==> src/sv/assert_macros.svh <==
// assertion macros for rtl files that check themselves (included by the top level)
// expects i_clk and i_rst_n in the including scope
`ifndef ASSERT_MACROS_SVH
`define ASSERT_MACROS_SVH

// expression holds at every clock edge outside reset
`define ASSERT_ALWAYS(lbl, expr, msg) \
    lbl: assert property (@(posedge i_clk) disable iff (!i_rst_n) (expr)) \
        else $error(msg);

// consequent holds in the same cycle as the antecedent
`define ASSERT_IMPLIES(lbl, ante, cons, msg) \
    lbl: assert property (@(posedge i_clk) disable iff (!i_rst_n) (ante) |-> (cons)) \
        else $error(msg);

`endif

==> src/sv/isx_pkg.sv <==
// shared constants, codes and types of the spin exchange block
// no dependencies
package isx_pkg;

    localparam int SIDE       = 128;
    localparam int ADDR_W     = $clog2(SIDE);
    localparam int CMD_W      = 2;
    localparam int ROW_W      = 7;
    localparam int COL_W      = 7;
    localparam int DIR_W      = 2;
    localparam int RND_W      = 16;
    localparam int THR_W      = 16;
    localparam int OUT_W      = 3;
    localparam int DE_W       = 5;
    localparam int ACC_W      = 18;
    localparam int CFG_ADDR_W = 4;
    localparam int CFG_DATA_W = 32;
    localparam int FIFO_DEPTH = 2;
    localparam int FIFO_PTR_W = $clog2(FIFO_DEPTH);

    localparam logic [CMD_W-1:0] CMD_INIT = 2'd0;
    localparam logic [CMD_W-1:0] CMD_EXCH = 2'd1;
    localparam logic [CMD_W-1:0] CMD_READ = 2'd2;

    localparam logic [DIR_W-1:0] DIR_COL_UP   = 2'd0;
    localparam logic [DIR_W-1:0] DIR_COL_DOWN = 2'd1;
    localparam logic [DIR_W-1:0] DIR_ROW_UP   = 2'd2;
    localparam logic [DIR_W-1:0] DIR_ROW_DOWN = 2'd3;

    localparam logic [OUT_W-1:0] OUT_SKIP   = 3'd0;
    localparam logic [OUT_W-1:0] OUT_ACC    = 3'd1;
    localparam logic [OUT_W-1:0] OUT_REJ    = 3'd2;
    localparam logic [OUT_W-1:0] OUT_REFUSE = 3'd3;
    localparam logic [OUT_W-1:0] OUT_DONE   = 3'd4;

    localparam logic [1:0] REG_THR4  = 2'd0;
    localparam logic [1:0] REG_THR8  = 2'd1;
    localparam logic [1:0] REG_THR12 = 2'd2;

    typedef enum logic [2:0] {
        K_INIT,
        K_EXCH,
        K_REFUSE,
        K_READ,
        K_NOP
    } t_kind;

    // one classified request; rows are held as base-1 .. base+2 in the back end
    typedef struct packed {
        t_kind              kind;
        logic [ADDR_W-1:0]  base;
        logic               lo1;    // site in row base+1 instead of base
        logic               lo2;    // partner in row base+1 instead of base
        logic [ADDR_W-1:0]  c1;
        logic [ADDR_W-1:0]  c2;
        logic [RND_W-1:0]   rnd;
        logic               rd_ok;
    } t_job;

    typedef struct packed {
        logic full;
        logic empty;
    } t_fifo_stat;

endpackage

==> src/sv/isx_fifo.sv <==
// short job queue between front and back end
// depends on isx_pkg
module isx_fifo (
    input  logic                i_clk,
    input  logic                i_rst_n,
    input  logic                i_push,
    input  isx_pkg::t_job       i_job,
    input  logic                i_pop,
    output isx_pkg::t_job       o_job,
    output isx_pkg::t_fifo_stat o_stat
);
    isx_pkg::t_job                 r_mem [isx_pkg::FIFO_DEPTH];
    logic [isx_pkg::FIFO_PTR_W-1:0] r_wp, r_rp;
    logic [isx_pkg::FIFO_PTR_W:0]   r_cnt, n_cnt;

    assign o_stat.full  = (r_cnt == (isx_pkg::FIFO_PTR_W + 1)'(isx_pkg::FIFO_DEPTH));
    assign o_stat.empty = (r_cnt == '0);
    assign o_job = r_mem[r_rp];

    always_comb begin
        n_cnt = r_cnt;
        if (i_push && !i_pop) begin
            n_cnt = r_cnt + 1'b1;
        end else if (!i_push && i_pop) begin
            n_cnt = r_cnt - 1'b1;
        end
    end

    always_ff @(posedge i_clk) begin
        if (!i_rst_n) begin
            r_wp  <= '0;
            r_rp  <= '0;
            r_cnt <= '0;
        end else begin
            r_cnt <= n_cnt;
            if (i_push) begin
                r_wp <= r_wp + 1'b1;
            end
            if (i_pop) begin
                r_rp <= r_rp + 1'b1;
            end
        end
    end

    always_ff @(posedge i_clk) begin
        if (i_push) begin
            r_mem[r_wp] <= i_job;
        end
    end
endmodule

==> config.mk <==
export PLATFORM = sky130hd
export DESIGN_NAME = isx_fifo
export DESIGN_NICKNAME = d
export VERILOG_FILES = /design/src/sv/assert_macros.svh /design/src/sv/isx_pkg.sv /design/src/sv/isx_fifo.sv
export SDC_FILE = /design/constraint.sdc
export NUM_CORES = 1
export LEC_CHECK = 0
export ABC_AREA = 1
export ABC_CLOCK_PERIOD_IN_PS = 5200
export BUFFER_PORTS_ARGS = -buffer_cell sky130_fd_sc_hd__buf_2
export CAP_MARGIN = 20
export CELL_PAD_IN_SITES_DETAIL_PLACEMENT = 0
export CELL_PAD_IN_SITES_GLOBAL_PLACEMENT = 2
export CORE_ASPECT_RATIO = 1.5
export CORE_MARGIN = 2
export CORE_UTILIZATION = 30
export CTS_CLUSTER_SIZE = 14
export DETAILED_ROUTE_END_ITERATION = 6
export MAX_ROUTING_LAYER = met4
export PLACE_DENSITY_LB_ADDON = 0.1
export SETUP_SLACK_MARGIN = 0.05
export SLEW_MARGIN = 20
export SYNTH_ARGS = -nofsm -noshare
export SYNTH_HDL_FRONTEND = slang
export SYNTH_SLANG_ARGS = --single-unit
==> constraint.sdc <==
create_clock -name i_clk -period 5.2 [get_ports i_clk]
set_clock_uncertainty 0.1 [all_clocks]
set_input_delay 0 -clock i_clk [delete_from_list [all_inputs] [get_ports i_clk]]
set_output_delay 0 -clock i_clk [all_outputs]
set_load 0.05 [all_outputs]
==> impl_metrics.json <==
{
  "routed_wl_um": 6380,
  "antenna_found_initial": 0,
  "crit_path_end_kind": "primary output",
  "synthCells": 169,
  "hp-class": "in2reg",
  "drc_errors": 0,
  "synth_fp_nets": 217,
  "ys_seq_elements": 91,
  "routed-via-count": 1929,
  "rsz0062_at_grt": "no",
  "drt.antenna.violating_nets": 0,
  "layout-drive-gt1-share": 0.467,
  "io_pins": 92,
  "port_buffers": 91,
  "synth_top_flop_cell": "edfxtp_1",
  "reg2reg_slack_ns": 3.31,
  "post_drt_wl_per_cell_um": 13.5,
  "fin_crit_ns": 2.30,
  "cts-root-buf": "clkbuf_16",
  "finalSetupViolCount": 0,
  "fmax_ghz": 0.434,
  "worstPathMaxFanout": 26,
  "core_um2": 11500,
  "met3_usage": 0.0402,
  "avgSynthCellArea_um2": 20.9,
  "drv_cap": 0,
  "overflow": 0,
  "nets": 365,
  "path_cells": "buf_4, mux2_2, buf_2",
  "r2r_cells": 5,
  "synthAdderAreaFrac": 0.00354,
  "grt_max_degree": 44,
  "synth_warnings": 0,
  "clk-insertion-delay-late_ns": 0.33,
  "critPathKind": "reg2out",
  "clock_path_buffers": 2,
  "grt_first_pass_wirelength_um": 9940,
  "clk_pin_slew_ns": 0.06,
  "synth.most_common_cell": "edfxtp_1",
  "peakVddDrop_mv": 0.207,
  "yosys.area_share.simple": 0.0212,
  "synth_area_um2": 3540,
  "async_reset_ff_frac": 0,
  "finalHoldViolCount": 0,
  "hpwl_um": 4020,
  "crit_path_max_incr_delay_ns": 0.71,
  "initial_core_util": 0.307,
  "viasPerCell": 4.10,
  "cts_resized": 0,
  "fp.dieW_um": 92.6,
  "synthToLayoutAreaGrowth_pct": 38.6,
  "first_global_vias": 2023,
  "p_per_area_nw_per_um2": 370,
  "ys_types": 14,
  "numCtsBuffers": 9,
  "start_kind": "flip-flop",
  "drt_iter0_drc": 58,
  "slowest_stage": "dfxtp_2",
  "synth_mux_area_frac": 0.179,
  "cts.htree.levels": 3,
  "insertedDiodeCount": 0,
  "slew_violations": 0,
  "cts_tree": "built",
  "worstMarginPinSlew_ns": 1.03,
  "fp-row-count": 48,
  "use_met2": 0.188,
  "hold_path_depth": 2,
  "synth_xor_area_frac": 0,
  "dr.pass1.iters": 3,
  "grt_busiest_layer": "met2",
  "synth_edf_count": 86,
  "synth_top_family_by_area": "multiplexers",
  "yosysSeqAreaShare": 0.759,
  "crit_arrival_ns": 2.20,
  "layout_setup_ws_ns": 2.90,
  "p_leak_nw": 1.97,
  "die_y_um": 137,
  "synth_compound_area_frac": 0.00283,
  "ys_top_cells_by_count": "86 x edfxtp_1, 40 x mux2_4, 9 x nor2_1, 8 x inv_1, 8 x nand2_1",
  "hold_slack_ns": 0.285,
  "post_cts_buffers": 0,
  "synth_top_cell_area_share": 0.730,
  "fin_tns_setup_ns": 0,
  "yosysTopAreaCell": "edfxtp_1",
  "gp_congestion": 0.716,
  "gr-usage-met1": 0.111,
  "clock-sinks": 91,
  "grt_usage": 0.110,
  "slew_headroom": 0.315,
  "place_ws_ns": 3.16,
  "period_share": 0.443,
  "yosys-top-cells-area": "edfxtp_1 73%, mux2_4 17%, dfxtp_1 2.8%, buf_12 2.3%, nor2_1 0.96%",
  "dieArea_um2": 12700,
  "worstPathRequired_ns": 5.10,
  "status": "completed"
}
-- cell usage in the layout, fill, tap and decap left out, drive strengths merged --
master	netlist	layout
dlygate4sd3	0	49
nand3	1	1
edfxtp	86	86
nor2	9	9
inv	8	8
o21ai	1	1
nand2	8	8
clkbuf	0	12
mux2	43	43
ha	1	1
bufinv	0	2
buf	5	93
clkinv	0	1
dfxtp	5	5
nand4	1	1
a21oi	1	1
-- critical path: cells and delay by family, from the launching register on --
family	cells	cell delay (ns)
buffers and inverters	2	0.75
flip-flops	1	0.71
multiplexers	1	0.39
-- state kept, by name, indices dropped and copies added (netlist names), named ones only --
| signal | cells |
|---|---|
| r_wp | 1 |
| r_rp | 1 |
| r_mem | 86 |
| r_cnt | 2 |
-- layer usage --
layer / part of all wire / wire (µm) / vias up
met2: 0.53 / 3370 / 58
met3: 0.058 / 372 / 14
li1: - / - / 935
met4: 0.024 / 155 / 0
met1: 0.39 / 2480 / 922
met5: 0 / 0 / -
-- cell families after synthesis --
kind of cell,after synthesis
AO/OA/AOI/OAI,2
multiplexers,43
AND/OR/NAND/NOR,19
flip-flops,91
buffers and inverters,13
adder cells (fa/ha/maj),1
-- where the power goes --
part | internal, mW | switching, mW
Clock | 0.417 | 0.241
Combinational | 0.110 | 0.183
Sequential | 0.847 | 0.0158
-- stage by stage --
| stage | std cells | power [mW] | instance area [µm²] | utilization |
|---|---|---|---|---|
| CTS | 471 | 1.84 | 4900 | 0.425 |
| finish | 471 | 1.81 | 4900 | 0.425 |
| detailed placement | 407 | 1.15 | 4110 | 0.357 |
| global route | 471 | 1.89 | 4900 | 0.425 |
| floorplan | 169 | 1.09 | 3540 | - |
| global placement | 407 | 1.15 | 4110 | 0.357 |
-- worst paths after layout --
path                                start          end
worst max-delay path            flip-flop    o_job[23]
worst min register to register       r_rp    flip-flop
worst max register to register       r_wp         r_wp
worst min-delay path             i_job[3]  r_mem[0][3]
-- final cells by class --
cell class,instances,area [µm²]
Fill cell,1086,6630
Sequential cell,91,2680
Timing Repair Buffer,142,961
Multi-Input combinational cell,65,739
Clock buffer,12,236
Tap cell,150,188
Clock inverter,3,63.8
Inverter,8,30.0
-- timing repair --
item                       CTS  global route
hold buffers                49             0
setup endpoints to repair    0             0
hold endpoints to repair    91             0
No activity file was read; power rests on OpenSTA's default activity.
