===== config.mk =====
export PLATFORM = sky130hd
export DESIGN_NAME = isx_front_flat
export DESIGN_NICKNAME = d
export VERILOG_FILES = /design/src/sv/assert_macros.svh /design/src/sv/isx_pkg.sv /design/src/sv/isx_ifs.sv /design/src/sv/isx_front.sv /design/src/flat_wrapper.sv
export SDC_FILE = /design/constraint.sdc
export NUM_CORES = 1
export LEC_CHECK = 0
export BUFFER_PORTS_ARGS = -buffer_cell sky130_fd_sc_hd__clkbuf_2
export CAP_MARGIN = 30
export CORE_ASPECT_RATIO = 1.1
export CORE_MARGIN = 10
export CORE_UTILIZATION = 43
export DETAILED_ROUTE_END_ITERATION = 12
export PLACE_DENSITY = 0.95
export SETUP_SLACK_MARGIN = 0.4
export SYNTH_ARGS = -nofsm -noshare
export SYNTH_HDL_FRONTEND = slang
export SYNTH_SLANG_ARGS = --single-unit

===== constraint.sdc =====
create_clock -name vclk -period 3.1
set_clock_uncertainty 0.1 [all_clocks]
set_input_delay 0.155 -clock vclk [all_inputs]
set_output_delay 0.155 -clock vclk [all_outputs]
set_load 0.02 [all_outputs]

===== src/sv/assert_macros.svh =====
// assertion macros for rtl files that check themselves (included by the top level)
// expects i_clk and i_rst_n in the including scope
`ifndef ASSERT_MACROS_SVH
`define ASSERT_MACROS_SVH

// expression holds at every clock edge outside reset
`define ASSERT_ALWAYS(lbl, expr, msg) \
    lbl: assert property (@(posedge i_clk) disable iff (!i_rst_n) (expr)) \
        else $error(msg);

// consequent holds in the same cycle as the antecedent
`define ASSERT_IMPLIES(lbl, ante, cons, msg) \
    lbl: assert property (@(posedge i_clk) disable iff (!i_rst_n) (ante) |-> (cons)) \
        else $error(msg);

`endif


===== src/sv/isx_pkg.sv =====
// shared constants, codes and types of the spin exchange block
// no dependencies
package isx_pkg;

    localparam int SIDE       = 128;
    localparam int ADDR_W     = $clog2(SIDE);
    localparam int CMD_W      = 2;
    localparam int ROW_W      = 7;
    localparam int COL_W      = 7;
    localparam int DIR_W      = 2;
    localparam int RND_W      = 16;
    localparam int THR_W      = 16;
    localparam int OUT_W      = 3;
    localparam int DE_W       = 5;
    localparam int ACC_W      = 18;
    localparam int CFG_ADDR_W = 4;
    localparam int CFG_DATA_W = 32;
    localparam int FIFO_DEPTH = 2;
    localparam int FIFO_PTR_W = $clog2(FIFO_DEPTH);

    localparam logic [CMD_W-1:0] CMD_INIT = 2'd0;
    localparam logic [CMD_W-1:0] CMD_EXCH = 2'd1;
    localparam logic [CMD_W-1:0] CMD_READ = 2'd2;

    localparam logic [DIR_W-1:0] DIR_COL_UP   = 2'd0;
    localparam logic [DIR_W-1:0] DIR_COL_DOWN = 2'd1;
    localparam logic [DIR_W-1:0] DIR_ROW_UP   = 2'd2;
    localparam logic [DIR_W-1:0] DIR_ROW_DOWN = 2'd3;

    localparam logic [OUT_W-1:0] OUT_SKIP   = 3'd0;
    localparam logic [OUT_W-1:0] OUT_ACC    = 3'd1;
    localparam logic [OUT_W-1:0] OUT_REJ    = 3'd2;
    localparam logic [OUT_W-1:0] OUT_REFUSE = 3'd3;
    localparam logic [OUT_W-1:0] OUT_DONE   = 3'd4;

    localparam logic [1:0] REG_THR4  = 2'd0;
    localparam logic [1:0] REG_THR8  = 2'd1;
    localparam logic [1:0] REG_THR12 = 2'd2;

    typedef enum logic [2:0] {
        K_INIT,
        K_EXCH,
        K_REFUSE,
        K_READ,
        K_NOP
    } t_kind;

    // one classified request; rows are held as base-1 .. base+2 in the back end
    typedef struct packed {
        t_kind              kind;
        logic [ADDR_W-1:0]  base;
        logic               lo1;    // site in row base+1 instead of base
        logic               lo2;    // partner in row base+1 instead of base
        logic [ADDR_W-1:0]  c1;
        logic [ADDR_W-1:0]  c2;
        logic [RND_W-1:0]   rnd;
        logic               rd_ok;
    } t_job;

    typedef struct packed {
        logic full;
        logic empty;
    } t_fifo_stat;

endpackage


===== src/sv/isx_ifs.sv =====
// request and result channel interfaces
// depends on isx_pkg
interface isx_in_if;
    logic                         valid;
    logic                         ready;
    logic [isx_pkg::CMD_W-1:0]    cmd;
    logic [isx_pkg::ROW_W-1:0]    row;
    logic [isx_pkg::COL_W-1:0]    col;
    logic [isx_pkg::DIR_W-1:0]    direction;
    logic [isx_pkg::RND_W-1:0]    random_word;
    modport source (output valid, cmd, row, col, direction, random_word, input ready);
    modport sink   (input valid, cmd, row, col, direction, random_word, output ready);
endinterface



===== src/sv/isx_front.sv =====
// front end: takes requests and classifies them into jobs
// depends on isx_pkg and isx_ifs
module isx_front (
    isx_in_if.sink              i_in,
    input  isx_pkg::t_fifo_stat i_fstat,
    output logic                o_push,
    output isx_pkg::t_job       o_job
);
    localparam logic [isx_pkg::ROW_W-1:0] ROW_LAST_IN = isx_pkg::ROW_W'(isx_pkg::SIDE - 2);
    localparam logic [isx_pkg::ROW_W-1:0] ROW_PRE_IN  = isx_pkg::ROW_W'(isx_pkg::SIDE - 3);

    logic                        w_ok;
    logic [isx_pkg::ADDR_W-1:0]  w_row;

    assign w_row  = isx_pkg::ADDR_W'(i_in.row);
    assign i_in.ready = !i_fstat.full;
    assign o_push = i_in.valid && !i_fstat.full;

    always_comb begin
        w_ok = (i_in.row >= isx_pkg::ROW_W'(1)) && (i_in.row <= ROW_LAST_IN);
        unique case (i_in.direction)
            isx_pkg::DIR_ROW_UP:   w_ok = w_ok && (i_in.row <= ROW_PRE_IN);
            isx_pkg::DIR_ROW_DOWN: w_ok = w_ok && (i_in.row >= isx_pkg::ROW_W'(2));
            default:               w_ok = w_ok;
        endcase
    end

    always_comb begin
        o_job       = '0;
        o_job.rnd   = i_in.random_word;
        o_job.c1    = isx_pkg::ADDR_W'(i_in.col);
        o_job.c2    = isx_pkg::ADDR_W'(i_in.col);
        o_job.base  = w_row;
        o_job.rd_ok = ({1'b0, i_in.row} < (isx_pkg::ROW_W + 1)'(isx_pkg::SIDE));
        unique case (i_in.cmd)
            isx_pkg::CMD_INIT: o_job.kind = isx_pkg::K_INIT;
            isx_pkg::CMD_READ: begin
                o_job.kind = isx_pkg::K_READ;
                // read row sits in slot base-1
                o_job.base = w_row + isx_pkg::ADDR_W'(1);
            end
            isx_pkg::CMD_EXCH: begin
                o_job.kind = w_ok ? isx_pkg::K_EXCH : isx_pkg::K_REFUSE;
                unique case (i_in.direction)
                    isx_pkg::DIR_COL_UP:   o_job.c2 = o_job.c1 + isx_pkg::ADDR_W'(1);
                    isx_pkg::DIR_COL_DOWN: o_job.c2 = o_job.c1 - isx_pkg::ADDR_W'(1);
                    isx_pkg::DIR_ROW_UP:   o_job.lo2 = 1'b1;
                    default: begin
                        o_job.base = w_row - isx_pkg::ADDR_W'(1);
                        o_job.lo1  = 1'b1;
                    end
                endcase
            end
            default: o_job.kind = isx_pkg::K_NOP;
        endcase
    end
endmodule


===== src/flat_wrapper.sv =====
// flat-port wrapper written by rule: the top's interface ports become plain ports
module isx_front_flat 
  (i_fstat, o_push, o_job, i_in_valid, i_in_cmd, i_in_row, i_in_col, i_in_direction, i_in_random_word, i_in_ready);
  isx_in_if i_in_i ();
  input  isx_pkg::t_fifo_stat i_fstat;
  output logic o_push;
  output isx_pkg::t_job o_job;
  input wire logic [$bits(i_in_i.valid)-1:0] i_in_valid;
  input wire logic [$bits(i_in_i.cmd)-1:0] i_in_cmd;
  input wire logic [$bits(i_in_i.row)-1:0] i_in_row;
  input wire logic [$bits(i_in_i.col)-1:0] i_in_col;
  input wire logic [$bits(i_in_i.direction)-1:0] i_in_direction;
  input wire logic [$bits(i_in_i.random_word)-1:0] i_in_random_word;
  output wire logic [$bits(i_in_i.ready)-1:0] i_in_ready;
  assign i_in_i.valid = i_in_valid;
  assign i_in_i.cmd = i_in_cmd;
  assign i_in_i.row = i_in_row;
  assign i_in_i.col = i_in_col;
  assign i_in_i.direction = i_in_direction;
  assign i_in_i.random_word = i_in_random_word;
  assign i_in_ready = i_in_i.ready;
  isx_front u_core (.i_in(i_in_i), .i_fstat(i_fstat), .o_push(o_push), .o_job(o_job));
endmodule

==> impl_metrics.tcl, run 1 <==
set metrics [dict create \
    register_area_um2 0 \
    gp_congestion 0.850 \
    synthDistinctLibCells 44 \
    drc 0 \
    rsz0062_at_grt "no" \
    setup_viol_count_final 0 \
    peakVddDrop_uv 83.6 \
    drtPass1Iterations 4 \
    path_class "in -> out" \
    whs_ns 0.210 \
    hold_class "in -> out" \
    max_clock_freq_ghz 0.504 \
    synth_area_um2 927 \
    die_w_um 64.3 \
    post_cts_buffers 0 \
    wl_mm 2.51 \
    dp_hpwl_mm 2.15 \
    dieHeight_um 68.7 \
    switchingPower_w 0.000102 \
    drt.antenna.violating_nets 0 \
    placementRows 17 \
    design.seq.count 0 \
    synth_cells 137 \
    drv_slew 0 \
    fin_util_pct 49.6 \
    hold_viol_final 0 \
    ctsResizeCount 0 \
    p_int_w 0.0000575 \
    synth_warnings 0 \
    final_nets 203 \
    cp.required_ns 2.84 \
    drt_iter0_markers 57 \
    diodes 0 \
    grt_pass1_vias 948 \
    avgSynthCellArea_um2 6.77 \
    area_growth_pct 8.10 \
    track_usage_pct 10.9 \
    swShare_pct 64.0 \
    start_util_pct 45.9 \
    dpl_cell_area_um2 1000 \
    core_um2 2020 \
    vias 1038 \
    multi_input_area_um2 704 \
    worstPathMaxFanout 9 \
    synth_nets 182 \
    cp-end-kind "primary output" \
    yosys-top-cells-area "buf_4 19%, ha_1 11%, xnor2_1 5.7%" \
    worstPathArrival_ns 1.73 \
    io_buffers 48 \
    p_seq_share_pct 0 \
    wl_per_cell_um 13.7 \
    ctsHoldBuffers 0 \
    antenna_found_initial 0 \
    final_cell_mix "48 x clkbuf_2, 10 x nand2_1, 10 x nor2_1" \
    startpoint_type "primary input" \
    period_minus_slack_ns 1.98 \
    power.leakage_nw 0.480 \
    post-synth-top-area-fraction_pct 19.4 \
    fill_cells 213 \
    setup-tns-final_ns 0 \
    seq_area_frac_synth_pct 0 \
    stdcell_area_um2 1000 \
    clock_buffers 0 \
    ios 82 \
    yosys.area.top_type "buf_4" \
    fin_crit_sh_pct 64.0 \
    grt_start_max_net_pins 16 \
    grt_pass1_wl_mm 4.31 \
    pwr-share-clk_pct 0 \
    vias_per_cell 5.64 \
    status "finished clean" \
    pwr_density_cell_nw_per_um2 159 \
    mostFrequentLayoutCell "clkbuf_2" \
    die-area_um2 4420 \
    p_comb_share_pct 100.0 \
    drive_above_1_share_pct 34.6 \
    overflow 0 \
    max-cap-violations 0 \
]
==> kinds of logic after synthesis <==
kind of cell / count (synthesis) / share of synthesized area (%)
AOI/OAI and AO/OA: 30 / 21.5
xor gates and xnor gates: 7 / 6.61
adders and majority gates: 9 / 11.9
buffers and inverters: 35 / 24.0
muxes: 6 / 6.75
other: 1 / 0.404
and+or+nand+nor: 49 / 28.9
==> stage by stage <==
| step | setup WS (ns) | total power [W] | std cells |
|---|---|---|---|
| after floorplan | 1.27 | 0.000140 | 137 |
| after global placement | 1.12 | 0.000158 | 184 |
| after detailed placement | 1.10 | 0.000160 | 184 |
| after CTS | 1.10 | 0.000161 | 184 |
| after global routing | 1.01 | 0.000178 | 184 |
| final | 1.12 | 0.000160 | 184 |
==> power groups by stage <==
stage,combinational (W),clock (W),sequential [W]
3_5_place_dp,0.000160,0,0
5_1_grt,0.000178,0,0
6_report,0.000160,0,0
2_1_floorplan,0.000140,0,0
4_1_cts,0.000161,0,0
3_3_place_gp,0.000158,0,0
==> path summary, 6_finish.rpt <==
path	start	to	slack, ns	cells past startpoint
max	i_in_cmd[1]	o_job[36]	1.12	8
min	i_in_random_word[0]	o_job[1]	0.21	0
==> synth_stat cells (2+ instances only) <==
cell type / instances
inv_1: 5
o211ai_1: 2
o22ai_1: 3
a22oi_1: 2
o31ai_1: 2
nor2b_1: 3
nor4_1: 4
mux2i_1: 4
mux2_2: 2
nor3b_1: 2
o21ai_0: 3
nand3_1: 4
and4_1: 2
xnor2_1: 6
a21oi_1: 3
nor2_1: 10
nor3_1: 3
and3_1: 2
clkbuf_1: 4
nand2_1: 10
o21ai_1: 7
nand2b_1: 2
ha_1: 8
buf_4: 24
==> area by class of cell <==
| class | instances | area share [%] |
|---|---|---|
| inverter | 6 | 2.25 |
| tap | 28 | 3.50 |
| timing repair buffer | 48 | 24.0 |
| multi-input combinational | 102 | 70.3 |
==> layer usage <==
layer	track usage (%)	vias up	routed length (µm)
met1	12.2	461	1000
li1	-	510	-
met4	0.535	0	0
met2	19.8	67	1120
met3	4.83	0	386
met5	0	-	0
==> critical path: stages <==
cell,delay (ns)
clkbuf_2,0.11
inv_1,0.07
ha_1,0.23
inv_2,0.11
or4_4,0.56
a211oi_2,0.22
a21o_1,0.11
clkbuf_2,0.16
(Power assumes the default switching activity.)
==> run 2: changes to the inputs <==
Settings changed: ABC_AREA set to 1, CORE_UTILIZATION 43 to 39, PLACE_DENSITY 0.95 to 0.87.
Clock period 3.1 ns to 1.8 ns, I/O delays scaled along.
==> impl_metrics.tcl, run 2 <==
set metrics [dict create \
    swShare_pct 58.0 \
    yosys.area.top_type "buf_4" \
    register_area_um2 0 \
    pre_cts_slack_ns 0.0341 \
    holdPathEnd "o_job[12]" \
    hold_class "in -> out" \
    diodes 0 \
    cp-end-kind "primary output" \
    vias 1478 \
    peakVddDrop_uv 194 \
    worstPathArrival_ns 1.49 \
    antenna_found_initial 0 \
    power.leakage_nw 0.870 \
    synth_nets 246 \
    startpoint_type "primary input" \
    core_um2 2570 \
    ios 82 \
    wl_met2_mm 2.17 \
    p_seq_share_pct 0 \
    path_class "in -> out" \
    synth_area_um2 1080 \
    wl_met3_um 338 \
    synth_common_cells "44 x nand2_1, 30 x inv_1, 25 x buf_4" \
    pwr_density_cell_nw_per_um2 295 \
    grt_start_max_net_pins 11 \
    max_clock_freq_ghz 0.595 \
    die-area_um2 5270 \
    p_comb_share_pct 100.0 \
    final_nets 291 \
    min_path_cells 0 \
    io_buffers 48 \
    post-synth-top-area-fraction_pct 17.4 \
    drive_above_1_share_pct 52.0 \
    hold_path.startpoint "i_in_random_word[11]" \
    fill_cells 233 \
    track_usage_pct 12.4 \
    placementRows 19 \
    status "finished clean" \
    pwr-share-clk_pct 0 \
    period_minus_slack_ns 1.68 \
    start_util_pct 42.0 \
    clock_buffers 0 \
    switchingPower_w 0.000285 \
    synth_warnings 0 \
    grt_pass1_vias 1377 \
    wl_mm 4.04 \
    synth_cells 201 \
    cp.required_ns 1.61 \
    mostFrequentLayoutCell "nand2_1" \
    overflow 0 \
    dp_hpwl_mm 2.71 \
    fin_util_pct 64.9 \
    drtPass1Iterations 4 \
    dieHeight_um 75.2 \
    worstPathMaxFanout 4 \
    gp_congestion 0.985 \
    hold_viol_final 0 \
    design.seq.count 0 \
    setup-tns-final_ns 0 \
    worst_slack_ns 0.120 \
    rsz0062_at_grt "yes" \
    drc 0 \
    synthDistinctLibCells 30 \
    drv_slew 0 \
    yosysMostFrequentCell "nand2_1" \
    vias_per_cell 5.37 \
    grt_pass1_wl_mm 5.82 \
    fin_crit_sh_pct 93.3 \
    drt_iter0_markers 67 \
    avgSynthCellArea_um2 5.37 \
    final_cell_mix "32 x nand2_1, 28 x clkbuf_2, 21 x buf_4" \
    yosys-top-cells-area "buf_4 17%, nand2_1 15%, inv_1 10%" \
    max-cap-violations 0 \
    drt.antenna.violating_nets 0 \
    setup_viol_count_final 0 \
    area_growth_pct 54.4 \
    startpoint "i_in_direction[1]" \
    wl_per_cell_um 14.7 \
    highest_layer "met4" \
    die_w_um 70.1 \
    wl_met1_mm 1.46 \
    seq_area_frac_synth_pct 0 \
    p_int_w 0.000206 \
]
==> run 2: area by class of cell <==
class | count | area [µm²] | share of cell area [%]
well taps | 31 | 38.8 | 2.33
inverters | 33 | 145 | 8.72
repair buffers | 69 | 543 | 32.6
multi-input cells | 141 | 935 | 56.1
repair inverters | 1 | 3.75 | 0.225
==> run 2: how the worst max path moves through the flow <==
stage,to,cells after the start
detailed placement,o_job[23],17
global placement,o_job[23],17
global route,o_job[20],15
floorplan,o_job[34],7
finish,o_job[20],15
CTS,o_job[23],18
==> run 2: power groups by stage <==
| stage | sequential [W] | clock [W] | combinational, W |
|---|---|---|---|
| CTS | 0 | 0 | 0.000417 |
| floorplan | 0 | 0 | 0.000300 |
| global placement | 0 | 0 | 0.000342 |
| detailed placement | 0 | 0 | 0.000348 |
| global route | 0 | 0 | 0.000532 |
| finish | 0 | 0 | 0.000491 |
==> run 2: kinds of logic (layout without fill, tap and decap cells) <==
kind of cell               Yosys count  count (layout)  synth area share, %
and+or+nand+nor                     93              94                 38.4
adders and majority gates            8               8                 9.28
other                                1               1                0.348
xor gates and xnor gates             3               3                 2.44
AOI/OAI and AO/OA                   34              34                 18.3
muxes                                1               1                0.928
buffers and inverters               61             103                 30.3
==> run 2: through the flow <==
stage | cells | total power [W] | cell area (µm²) | hold slack (ns)
3_5_place_dp | 257 | 0.000348 | 1210 | 0.0801
2_1_floorplan | 201 | 0.000300 | 1110 | 0.157
3_3_place_gp | 257 | 0.000342 | 1210 | 0.0801
6_report | 275 | 0.000491 | 1670 | 0.0800
4_1_cts | 265 | 0.000417 | 1450 | 0.0801
5_1_grt | 275 | 0.000532 | 1670 | 0.0800
==> run 2: worst max-delay path, cell delays in order <==
cell and delay (ns):
clkbuf_16 0.13, clkinv_8 0.05, nand2_4 0.05, nand2_2 0.06, nand2_2 0.06, buf_4 0.13
buf_6 0.10, buf_6 0.11, nor2_4 0.10, nand2_1 0.07, nand2_1 0.08, xor2_1 0.06
o21ai_1 0.16, inv_1 0.08, clkbuf_8 0.15
==> run 2: what timing repair did <==
| action | in CTS | in global routing |
|---|---|---|
| hold buffers | 0 | 0 |
| endpoints found under the setup margin | 15 | 16 |
| gates resized for setup | 47 | 58 |
| setup buffers | 7 | 9 |
| gates cloned | 1 | 1 |
| pin swaps | 20 | 23 |
==> run 2: layer usage <==
layer	vias to the layer above	GRT usage, %
li1	719	-
met1	687	12.3
met2	64	24.4
met3	8	3.81
met4	0	3.95
met5	-	0
